File: src/hdl/serial_line_command_decoder_defines.svh
// ----------------------------------------------------------------------------
// Serial line command decoder assertion macros
// Shared assertion wrappers; defining ASSERT_OFF compiles them away.
// ----------------------------------------------------------------------------
`ifndef SERIAL_LINE_COMMAND_DECODER_DEFINES_SVH
`define SERIAL_LINE_COMMAND_DECODER_DEFINES_SVH

`ifndef ASSERT_OFF
`define SLD_ASSERT_IMP(label, clk, rst_n, ante, cons) \
    label: assert property (@(posedge clk) disable iff (!rst_n) (ante) |-> (cons)) \
        else $error("%m: implication check failed");
`define SLD_ASSERT_NXT(label, clk, rst_n, ante, cons) \
    label: assert property (@(posedge clk) disable iff (!rst_n) (ante) |=> (cons)) \
        else $error("%m: next-cycle check failed");
`else
`define SLD_ASSERT_IMP(label, clk, rst_n, ante, cons)
`define SLD_ASSERT_NXT(label, clk, rst_n, ante, cons)
`endif

`endif

File: src/hdl/sld_pkg.sv
// ----------------------------------------------------------------------------
// Serial line command decoder package
// Command table, command codes and the status records passed between units.
// ----------------------------------------------------------------------------
`default_nettype none

package sld_pkg;

    localparam int CMD_COUNT  = 8;
    localparam int CMD_MAXLEN = 8;
    localparam int POS_W      = 4;
    localparam int LEN_W      = 4;

    localparam logic [7:0]       LINE_END = 8'h0A;
    localparam logic [POS_W-1:0] POS_MAX  = 4'd15;
    localparam logic [7:0]       CR       = 8'h0D;
    localparam logic [7:0]       LF       = 8'h0A;

    typedef enum logic [3:0] {
        CMD_NONE   = 4'd0,
        CMD_ON     = 4'd1,
        CMD_OFF    = 4'd2,
        CMD_L1ON   = 4'd3,
        CMD_L1OFF  = 4'd4,
        CMD_L2ON   = 4'd5,
        CMD_L2OFF  = 4'd6,
        CMD_FANON  = 4'd7,
        CMD_FANOFF = 4'd8
    } t_cmd_code;

    localparam logic [0:CMD_COUNT-1][0:CMD_MAXLEN-1][7:0] CMD_TEXT = '{
        '{"O", "N", CR,  LF,  8'h00, 8'h00, 8'h00, 8'h00},
        '{"O", "F", "F", CR,  LF,    8'h00, 8'h00, 8'h00},
        '{"L", "1", "O", "N", CR,    LF,    8'h00, 8'h00},
        '{"L", "1", "O", "F", "F",   CR,    LF,    8'h00},
        '{"L", "2", "O", "N", CR,    LF,    8'h00, 8'h00},
        '{"L", "2", "O", "F", "F",   CR,    LF,    8'h00},
        '{"F", "A", "N", "O", "N",   CR,    LF,    8'h00},
        '{"F", "A", "N", "O", "F",   "F",   CR,    LF}
    };

    localparam logic [0:CMD_COUNT-1][LEN_W-1:0] CMD_LEN = '{
        4'd4, 4'd5, 4'd6, 4'd7, 4'd6, 4'd7, 4'd7, 4'd8
    };

    typedef struct packed {
        logic      line_end;
        t_cmd_code code;
    } t_match_res;

    typedef struct packed {
        logic [7:0] pattern;
        logic       power;
        logic       refused;
        logic       fan;
    } t_exec_res;

endpackage

`default_nettype wire

File: src/hdl/sld_match.sv
// ----------------------------------------------------------------------------
// Serial line command decoder matcher
// Narrows the candidate set per byte and picks the command at a line end.
// ----------------------------------------------------------------------------
`default_nettype none

module sld_match import sld_pkg::*; (
    input  wire logic [7:0]           i_byte,
    input  wire logic [POS_W-1:0]     i_pos,
    input  wire logic [CMD_COUNT-1:0] i_mask,
    output logic      [POS_W-1:0]     o_pos_nxt,
    output logic      [CMD_COUNT-1:0] o_mask_nxt,
    output t_match_res                o_res
);

    logic [CMD_COUNT-1:0] w_hit;
    logic [CMD_COUNT-1:0] w_fit;
    logic [POS_W:0]       w_len_now;
    t_cmd_code            w_code;

    assign w_len_now = {1'b0, i_pos} + 5'd1;

    always_comb begin
        for (int c = 0; c < CMD_COUNT; c++) begin
            w_hit[c] = ({1'b0, i_pos} < {1'b0, CMD_LEN[c]}) &&
                       (CMD_TEXT[c][i_pos[2:0]] == i_byte);
            w_fit[c] = i_mask[c] && (w_len_now == {1'b0, CMD_LEN[c]});
        end
    end

    always_comb begin
        w_code = CMD_NONE;
        for (int c = CMD_COUNT - 1; c >= 0; c--) begin
            if (w_fit[c]) begin
                w_code = t_cmd_code'(4'(c + 1));
            end
        end
    end

    always_comb begin
        if (i_byte == LINE_END) begin
            o_pos_nxt  = '0;
            o_mask_nxt = '1;
            o_res      = '{line_end: 1'b1, code: w_code};
        end else begin
            o_pos_nxt  = (i_pos < POS_MAX) ? i_pos + 4'd1 : i_pos;
            o_mask_nxt = i_mask & w_hit;
            o_res      = '{line_end: 1'b0, code: CMD_NONE};
        end
    end

endmodule

`default_nettype wire

File: src/hdl/sld_exec.sv
// ----------------------------------------------------------------------------
// Serial line command decoder executor
// Applies a recognized command to the LED pattern and the power flag, and flags refusals and fan start.
// ----------------------------------------------------------------------------
`default_nettype none

module sld_exec import sld_pkg::*; (
    input  wire t_match_res       i_res,
    input  wire logic [7:0]       i_pattern,
    input  wire logic             i_power,
    input  wire logic [7:0]       i_group_one,
    input  wire logic [7:0]       i_group_two,
    output t_exec_res             o_res
);

    always_comb begin
        o_res = '{pattern: i_pattern, power: i_power, refused: 1'b0, fan: 1'b0};
        case (i_res.code)
            CMD_ON: begin
                o_res.pattern = 8'hFF;
                o_res.power   = 1'b1;
            end
            CMD_OFF: begin
                o_res.pattern = 8'h00;
                o_res.power   = 1'b0;
            end
            CMD_L1ON: begin
                if (i_power) begin
                    o_res.pattern = i_group_one;
                end else begin
                    o_res.refused = 1'b1;
                end
            end
            CMD_L1OFF: begin
                o_res.pattern = i_pattern & ~i_group_one;
            end
            CMD_L2ON: begin
                if (i_power) begin
                    o_res.pattern = i_group_two;
                end else begin
                    o_res.refused = 1'b1;
                end
            end
            CMD_L2OFF: begin
                o_res.pattern = i_pattern & ~i_group_two;
            end
            CMD_FANON: begin
                o_res.fan = 1'b1;
            end
            default: begin
            end
        endcase
    end

endmodule

`default_nettype wire

File: src/hdl/serial_line_command_decoder.sv
// ----------------------------------------------------------------------------
// Serial line command decoder
// Matches received byte lines against fixed commands and drives the LED port.
// ----------------------------------------------------------------------------
// The block takes one received byte per clock cycle while results are accepted
// and returns one result per byte via the input register, then the matcher and
// executor into the result register. Matching state is updated in that single
// pass, so bytes stream back to back. While a result waits, one more byte is
// taken into the input register; further bytes are held off until the result
// is accepted. The user must write group masks through the configuration port
// only while no transaction is open; the block does not enforce this.
`default_nettype none

`include "serial_line_command_decoder_defines.svh"

module serial_line_command_decoder import sld_pkg::*; (
    input  wire logic       i_clk,
    input  wire logic       i_rst_n,
    input  wire logic       i_cfg_we,
    input  wire logic       i_cfg_index,
    input  wire logic [7:0] i_cfg_data,
    input  wire logic       i_valid,
    output logic            o_ready,
    input  wire logic [7:0] i_rx_byte,
    output logic            o_valid,
    input  wire logic       i_ready,
    output logic [7:0]      o_led_pattern,
    output logic            o_power_on,
    output logic            o_line_done,
    output logic [3:0]      o_command_code,
    output logic            o_refused_power_off,
    output logic            o_fan_start
);

    localparam logic CFG_GROUP_ONE = 1'b0;
    localparam logic CFG_GROUP_TWO = 1'b1;

    logic                 r_in_valid;
    logic [7:0]           r_in_byte;
    logic [POS_W-1:0]     r_pos;
    logic [CMD_COUNT-1:0] r_mask;
    logic [7:0]           r_pattern;
    logic                 r_power;
    logic [7:0]           r_group_one;
    logic [7:0]           r_group_two;
    logic                 r_out_valid;
    logic [7:0]           r_out_pattern;
    logic                 r_out_power;
    logic                 r_out_done;
    t_cmd_code            r_out_code;
    logic                 r_out_refused;
    logic                 r_out_fan;

    logic [POS_W-1:0]     n_pos;
    logic [CMD_COUNT-1:0] n_mask;
    t_match_res           w_match;
    t_exec_res            w_exec;
    logic                 w_advance;
    logic                 w_process;

    assign w_advance = !r_out_valid || i_ready;
    assign w_process = r_in_valid && w_advance;
    assign o_ready   = !r_in_valid || w_advance;

    sld_match u_match (
        .i_byte     (r_in_byte),
        .i_pos      (r_pos),
        .i_mask     (r_mask),
        .o_pos_nxt  (n_pos),
        .o_mask_nxt (n_mask),
        .o_res      (w_match)
    );

    sld_exec u_exec (
        .i_res       (w_match),
        .i_pattern   (r_pattern),
        .i_power     (r_power),
        .i_group_one (r_group_one),
        .i_group_two (r_group_two),
        .o_res       (w_exec)
    );

    always_ff @(posedge i_clk) begin
        if (!i_rst_n) begin
            r_group_one <= 8'h55;
            r_group_two <= 8'hAA;
        end else if (i_cfg_we) begin
            case (i_cfg_index)
                CFG_GROUP_ONE: r_group_one <= i_cfg_data;
                CFG_GROUP_TWO: r_group_two <= i_cfg_data;
                default: begin
                end
            endcase
        end
    end

    always_ff @(posedge i_clk) begin
        if (!i_rst_n) begin
            r_in_valid <= 1'b0;
        end else if (o_ready) begin
            r_in_valid <= i_valid;
        end
        if (i_valid && o_ready) begin
            r_in_byte <= i_rx_byte;
        end
    end

    always_ff @(posedge i_clk) begin
        if (!i_rst_n) begin
            r_pos       <= '0;
            r_mask      <= '1;
            r_pattern   <= 8'hFF;
            r_power     <= 1'b0;
            r_out_valid <= 1'b0;
        end else if (w_process) begin
            r_pos       <= n_pos;
            r_mask      <= n_mask;
            r_pattern   <= w_exec.pattern;
            r_power     <= w_exec.power;
            r_out_valid <= 1'b1;
        end else if (i_ready) begin
            r_out_valid <= 1'b0;
        end
        if (w_process) begin
            r_out_pattern <= w_exec.pattern;
            r_out_power   <= w_exec.power;
            r_out_done    <= w_match.line_end;
            r_out_code    <= w_match.code;
            r_out_refused <= w_exec.refused;
            r_out_fan     <= w_exec.fan;
        end
    end

    assign o_valid             = r_out_valid;
    assign o_led_pattern       = r_out_pattern;
    assign o_power_on          = r_out_power;
    assign o_line_done         = r_out_done;
    assign o_command_code      = r_out_code;
    assign o_refused_power_off = r_out_refused;
    assign o_fan_start         = r_out_fan;

    `SLD_ASSERT_IMP(a_code_only_at_line_end, i_clk, i_rst_n,
        o_valid && !o_line_done, o_command_code == CMD_NONE)
    `SLD_ASSERT_IMP(a_refusal_needs_power_off, i_clk, i_rst_n, o_valid && o_refused_power_off,
        !o_power_on && (o_command_code == CMD_L1ON || o_command_code == CMD_L2ON))
    `SLD_ASSERT_IMP(a_fan_only_on_fanon, i_clk, i_rst_n,
        o_valid && o_fan_start, o_command_code == CMD_FANON)
    `SLD_ASSERT_NXT(a_line_end_restarts_match, i_clk, i_rst_n,
        w_process && r_in_byte == LINE_END, r_pos == '0 && r_mask == '1)

endmodule

`default_nettype wire

File: config.mk
export PLATFORM = sky130hd
export DESIGN_NAME = serial_line_command_decoder
export DESIGN_NICKNAME = d
export VERILOG_FILES = /design/src/hdl/sld_pkg.sv /design/src/hdl/sld_match.sv /design/src/hdl/sld_exec.sv /design/src/hdl/serial_line_command_decoder.sv
export VERILOG_INCLUDE_DIRS = /design/src /design/src/hdl
export SDC_FILE = /design/constraint.sdc
export NUM_CORES = 1
export LEC_CHECK = 0
export BUFFER_PORTS_ARGS = -buffer_cell sky130_fd_sc_hd__buf_2
export CAP_MARGIN = 20
export CORE_MARGIN = 3
export CORE_UTILIZATION = 49
export CTS_CLUSTER_DIAMETER = 100
export CTS_CLUSTER_SIZE = 12
export DETAILED_ROUTE_END_ITERATION = 16
export GPL_ROUTABILITY_DRIVEN = 0
export PLACE_DENSITY_LB_ADDON = 0.08
export SLEW_MARGIN = 10
export SYNTH_ARGS = -nofsm -noshare
export SYNTH_HDL_FRONTEND = slang
export SYNTH_SLANG_ARGS = --single-unit
File: constraint.sdc
create_clock -name i_clk -period 2.85 [get_ports i_clk]
set_clock_uncertainty 0.05 [all_clocks]
set_input_delay 0 -clock i_clk [delete_from_list [all_inputs] [get_ports i_clk]]
set_output_delay 0 -clock i_clk [all_outputs]
set_load 0.01 [all_outputs]
### After elaboration in Yosys (flattened, before gate mapping)

Memory sizes are Yosys's and may differ from the RTL's.
Index checks and enable logic that the tools add are counted.
Widths: inputs -> output; s select.

* word-level logic and storage cells: 124
* latch bits: 0
* register bits after elaboration: 63
* memories kept: 8
* memory bits (read-only): 512
* bits in writable memories: 0
* bits of input ports: 22
* output and inout port bits: 18

* div/mod/pow operators: 0
* multipliers: 0
* order comparisons: 7
* eq/ne operators: 21
* bitwise gates (word level): 7
* shift operators: 0
* $add $sub $neg: 2
* mux-type cells: 36
* reduce and logical (&&, ||, !) cells: 28

Memory list
* (name not given): depth 8, width 8, read ports 1, clocked after memory_dff 0, write ports 0, RTL line sld_match.sv:26 `(CMD_TEXT[c][i_pos[2:0]] == i_byte);`
* (name not given): depth 8, width 8, read ports 1, clocked after memory_dff 0, write ports 0, RTL line sld_match.sv:26
* (name not given): depth 8, width 8, read ports 1, clocked after memory_dff 0, write ports 0, RTL line sld_match.sv:26
* (name not given): depth 8, width 8, read ports 1, clocked after memory_dff 0, write ports 0, RTL line sld_match.sv:26
* (name not given): depth 8, width 8, read ports 1, clocked after memory_dff 0, write ports 0, RTL line sld_match.sv:26
* (name not given): depth 8, width 8, read ports 1, clocked after memory_dff 0, write ports 0, RTL line sld_match.sv:26
* +2 memories

Operators by type and width (number)
* $mux 8: 19
* $eq 8x8->1: 8
* $pmux 8 s6: 1
* $mux 4: 10
* $and 8x8->8: 3
* $eq 5x3->1 const B: 4
* $logic_and 1x1->1: 18
* $eq 4x3->1 const B: 4
* $lt 4x3->1 const B: 4
* $not 8->8: 2
* $eq 4x2->1 const B: 2
* $eq 8x4->1 const B: 1
* $lt 4x4->1 const B: 2
* $reduce_and 2->1: 3
* $add 4x1->5 const B: 1
* $eq 5x4->1 const B: 1
* $mux 5: 1
* $add 4x1->4 const B: 1
* $eq 4x1->1 const B: 1
* $ge 4x4->1 const B: 1
* $mux 1: 4
* $not 3->4: 1
* $reduce_bool 2->1: 2
* $logic_not 1->1: 2
* 4 further kinds: 5

### Longest topological paths before layout

* depth after elaboration: 14
* gate-level depth with buffers: 12
* depth with buffers taken out: 9

### By module

Synthesis repeated with hierarchy kept, for this count alone.

* cell total of the unflattened synthesis: 457
* area total of the unflattened synthesis: 4017.6 µm²

By module, submodules not included
* serial_line_command_decoder: cells an instance 201, instances 1, area an instance 2280.9 µm²
* sld_match: cells an instance 174, instances 1, area an instance 1156.1 µm²
* sld_exec: cells an instance 82, instances 1, area an instance 580.6 µm²

### Least setup slack after synthesis

OpenSTA, ideal clock, no wires.

* kind: reg2reg
* start point: register r_pos[2]
* end point: register r_out_pattern[0], in the netlist o_led_pattern[0] (data pin)
* buffers on the path: 3
* stages on the path, launching flop included: 12
* path slack: -261 ps
* data arrival time: 2782 ps
* library setup time: 279 ps
* cell sequence: dfxtp_1 -> clkbuf_1 -> inv_1 -> clkbuf_1 -> ha_1 -> and3b_1 -> mux2_2 -> buf_2 -> a21boi_0 -> a211oi_2 -> o31ai_1 -> o221ai_1

RTL lines
* from (decl): RTL line serial_line_command_decoder.sv:40 `logic [POS_W-1:0] r_pos;`
* from (signal assigned): RTL line serial_line_command_decoder.sv:116 `r_pos <= n_pos;`
* to (signal assigned): RTL line serial_line_command_decoder.sv:125 `r_out_pattern <= w_exec.pattern;`
* to (decl): RTL line serial_line_command_decoder.sv:47 `logic [7:0] r_out_pattern;`

==> impl_results.md <==
* Status: completed
* Max-slew violations at 0
* Depth of the worst register-to-register path at 10
* Pleak at 1.92 nW
* First-pass GRT wire length at 17.2 mm
* Post-Synthesis Cell Area at 0.00397 mm^2
* Vias per cell at 6.03
* H-tree depth at 3
* Worst path cell trace: buf_4 -> ha_1 -> buf_4 -> a222oi_1 -> and3_1 -> nand4_1 -> buf_4 -> a221oi_1 -> o31ai_4 -> o221ai_1
* Synth top area share at 19.7%
* Final WS setup at 0.101 ns
* Clock transition at path regs at 0.08 ns
* Die Area at 0.00922 mm^2
* Vias in the first global route at 3404
* Distinct cells, synth at 66
* Ys async rst share at 0%
* Clock latency on the worst-skew pair at 0.34 ns
* Max-Cap Viols at 0
* Clock sink total at 63
* GRT Overall Usage at 24.3%
* DRC errors left at 0
* Number of flops mapped to enable cells by yosys at 24
* Crit path kind: flop to flop
* Post-Syn Nets at 475
* Levels on crit path at 10
* Ranking of synthesized cells by area: dfxtp_1 (20%), edfxtp_1 (18%), mux2i_1 (5.5%)
* Cells after Synth at 444
* Clock root cell: clkbuf_8
* Largest net degree at the start of global routing at 33
* CP Capture Type: flop
* Crit-path most repeated cell: buf_4
* Number of diodes at 0
* Initial antenna violation count at 0
* Detailed Place HPWL at 7.48 mm
* Sequential share of the synthesized area at 37.8%
* Slowest stage cell, crit path: a221oi_1
* Pwr Density at 422 mW/mm^2
* Buf+Inv Stages, Crit Path at 3
* Worst path arrival time at 2.88 ns
* Crit-path max FO at 8
* Die Y at 96.0 um
* Reg-to-Reg End: o_led_pattern[7]
* R2r setup slk at 0.10 ns
* Start of the worst register-to-register path: r_pos[0]
* Fmax at 364 MHz
* Final critical-path share of the clock period at 96.5%
* Wire per inst at 17.6 um
* Critical Path RT at 2.98 ns
* Fin crit period at 2.75 ns
* Total gr overflow at 0
* Worst slew margin at 45.9%
* Number of setup violations in the final report at 0
* Worst setup path endpoint: o_led_pattern[7]
* Top-count cell post-synth: nand2_1
* Worst Hold Slack at 0.0748 ns
* Share of cells above drive strength 1 at 24.3%
* Port bufs at 39
* CP startpoint kind: flop
* Synth cell count leaders: nand2_1 (56), dfxtp_1 (39), o21ai_0 (28)
* Area Growth Syn to Fin at 28.0%
* Setup_tns at 0 ns
* Hold Vio Cnt, Final at 0
* Num ports at 40
* Worst slew pin tran at 0.805 ns
* Main synth FF type: dfxtp_1
* Top cell type by total area after synthesis: dfxtp_1
* Crit. Startpoint: r_pos[0]
* Mean Syn Cell Area at 8.94 um^2
* Initial Utilization at 50.8%
* Worst slack at placement at 0.0290 ns
* Final WL at 11.0 mm
* Drt pass-1 iters at 5
* Post-route ant nets at 0
* Crit-path leading delay family: compound AO/OA/AOI/OAI gates
* Core Util, Final at 65.1%
* Horizontal die dimension at 96.0 um
* Max VDD drop at 0.310 mV
* Initial drt markers at 352
* HP Class: input port to flop
* DR vias at 3787
* TritonCTS clock tree: done
* CTS Buffer Depth at 2
* Synthesis Warnings at 0
* Total CTS buffers at 9
* Nets@finish at 552
* Critical Path Max Stage Delay at 0.49 ns
* Core Region at 0.00781 mm^2
* Rows at 32
* FF+latch count, synth at 63
## per-stage QoR
step	total power, W	cells	instance area, um^2
2_1_floorplan	0.00122	444	4010
3_3_place_gp	0.00131	585	4410
3_5_place_dp	0.00131	585	4410
4_1_cts	0.00214	620	4820
5_1_grt	0.00223	628	5080
6_report	0.00214	628	5080
## registers in the layout (all words and copies together), names as in the netlist, 4 cells and up
| register | count |
|---|---|
| o_command_code | 4 |
| o_led_pattern | 8 |
| r_group_one | 8 |
| r_group_two | 8 |
| r_in_byte | 8 |
| r_mask | 8 |
| r_pattern | 8 |
| r_pos | 4 |
## repair_timing
action                                  CTS  global route
hold endpoints to repair                 26             0
hold buffers                             19             0
endpoints found under the setup margin    0            17
gates resized for setup                   0            31
buffers inserted                          0             8
## routing by layer
layer | track usage [%] | vias to the layer above | part of all wire, %
li1 | - | 1824 | -
met1 | 36.4 | 1776 | 49
met2 | 34.6 | 178 | 44
met3 | 6.41 | 9 | 6.7
met4 | 5.45 | 0 | 0.60
met5 | 0 | - | 0
## layout by cell type (no fill, tap or decap), types with 4 or more instances in the layout
cell	instances
dlygate4sd3_1	19
dfxtp_1	37
ha_1	8
o31ai_4	8
o221ai_1	6
mux2i_1	21
xnor2_1	15
o311a_1	8
buf_4	37
o21ai_0	27
nor4_1	4
nand2b_1	6
clkbuf_8	10
a31oi_1	10
nor2b_1	8
a221oi_2	4
nand4_1	4
a21oi_1	11
and3_1	7
xor2_1	8
a21boi_0	13
edfxtp_1	24
buf_2	39
inv_1	12
nor2_1	24
o211ai_1	11
and2_1	5
nand2_1	56
nand3_1	10
## layout make-up
cell class              instances  area (um^2)
repair buffers                 95          663
flip-flops and latches         63         1510
well taps                     102          128
clock buffers                  13          191
multi-input cells             337         2510
fillers                       641         2730
inverters                      15         56.3
clock inverters                 3         20.0
## cells by family after synthesis
kind of cell,Yosys count,share of synthesized area (%)
compound gates,132,24.0
buf+inv,44,4.32
mux,23,5.83
fa+ha+maj,9,2.84
simple gates,150,20.1
xor+xnor,23,5.08
flops,63,37.8
## power breakdown
| group | switching (W) | total, W | internal, W | leakage (nW) |
|---|---|---|---|---|
| registers | 0.0000348 | 0.00100 | 0.000968 | 0.527 |
| logic | 0.000178 | 0.000320 | 0.000142 | 1.28 |
| clock network | 0.000373 | 0.000820 | 0.000447 | 0.110 |
## how the worst min path moves through the flow
stage,from,endpoint,slack [ns],cells past startpoint
6_report,i_rst_n,r_group_one[0],0.07,2
5_1_grt,i_rst_n,r_group_two[1],0.09,2
4_1_cts,i_cfg_we,r_group_one[7],0.07,4
3_5_place_dp,i_rx_byte[7],r_in_byte[7],0.13,1
3_3_place_gp,i_rx_byte[6],r_in_byte[6],0.13,1
2_1_floorplan,i_rx_byte[0],r_in_byte[0],0.05,0
Power figures use the tool's default switching activity.
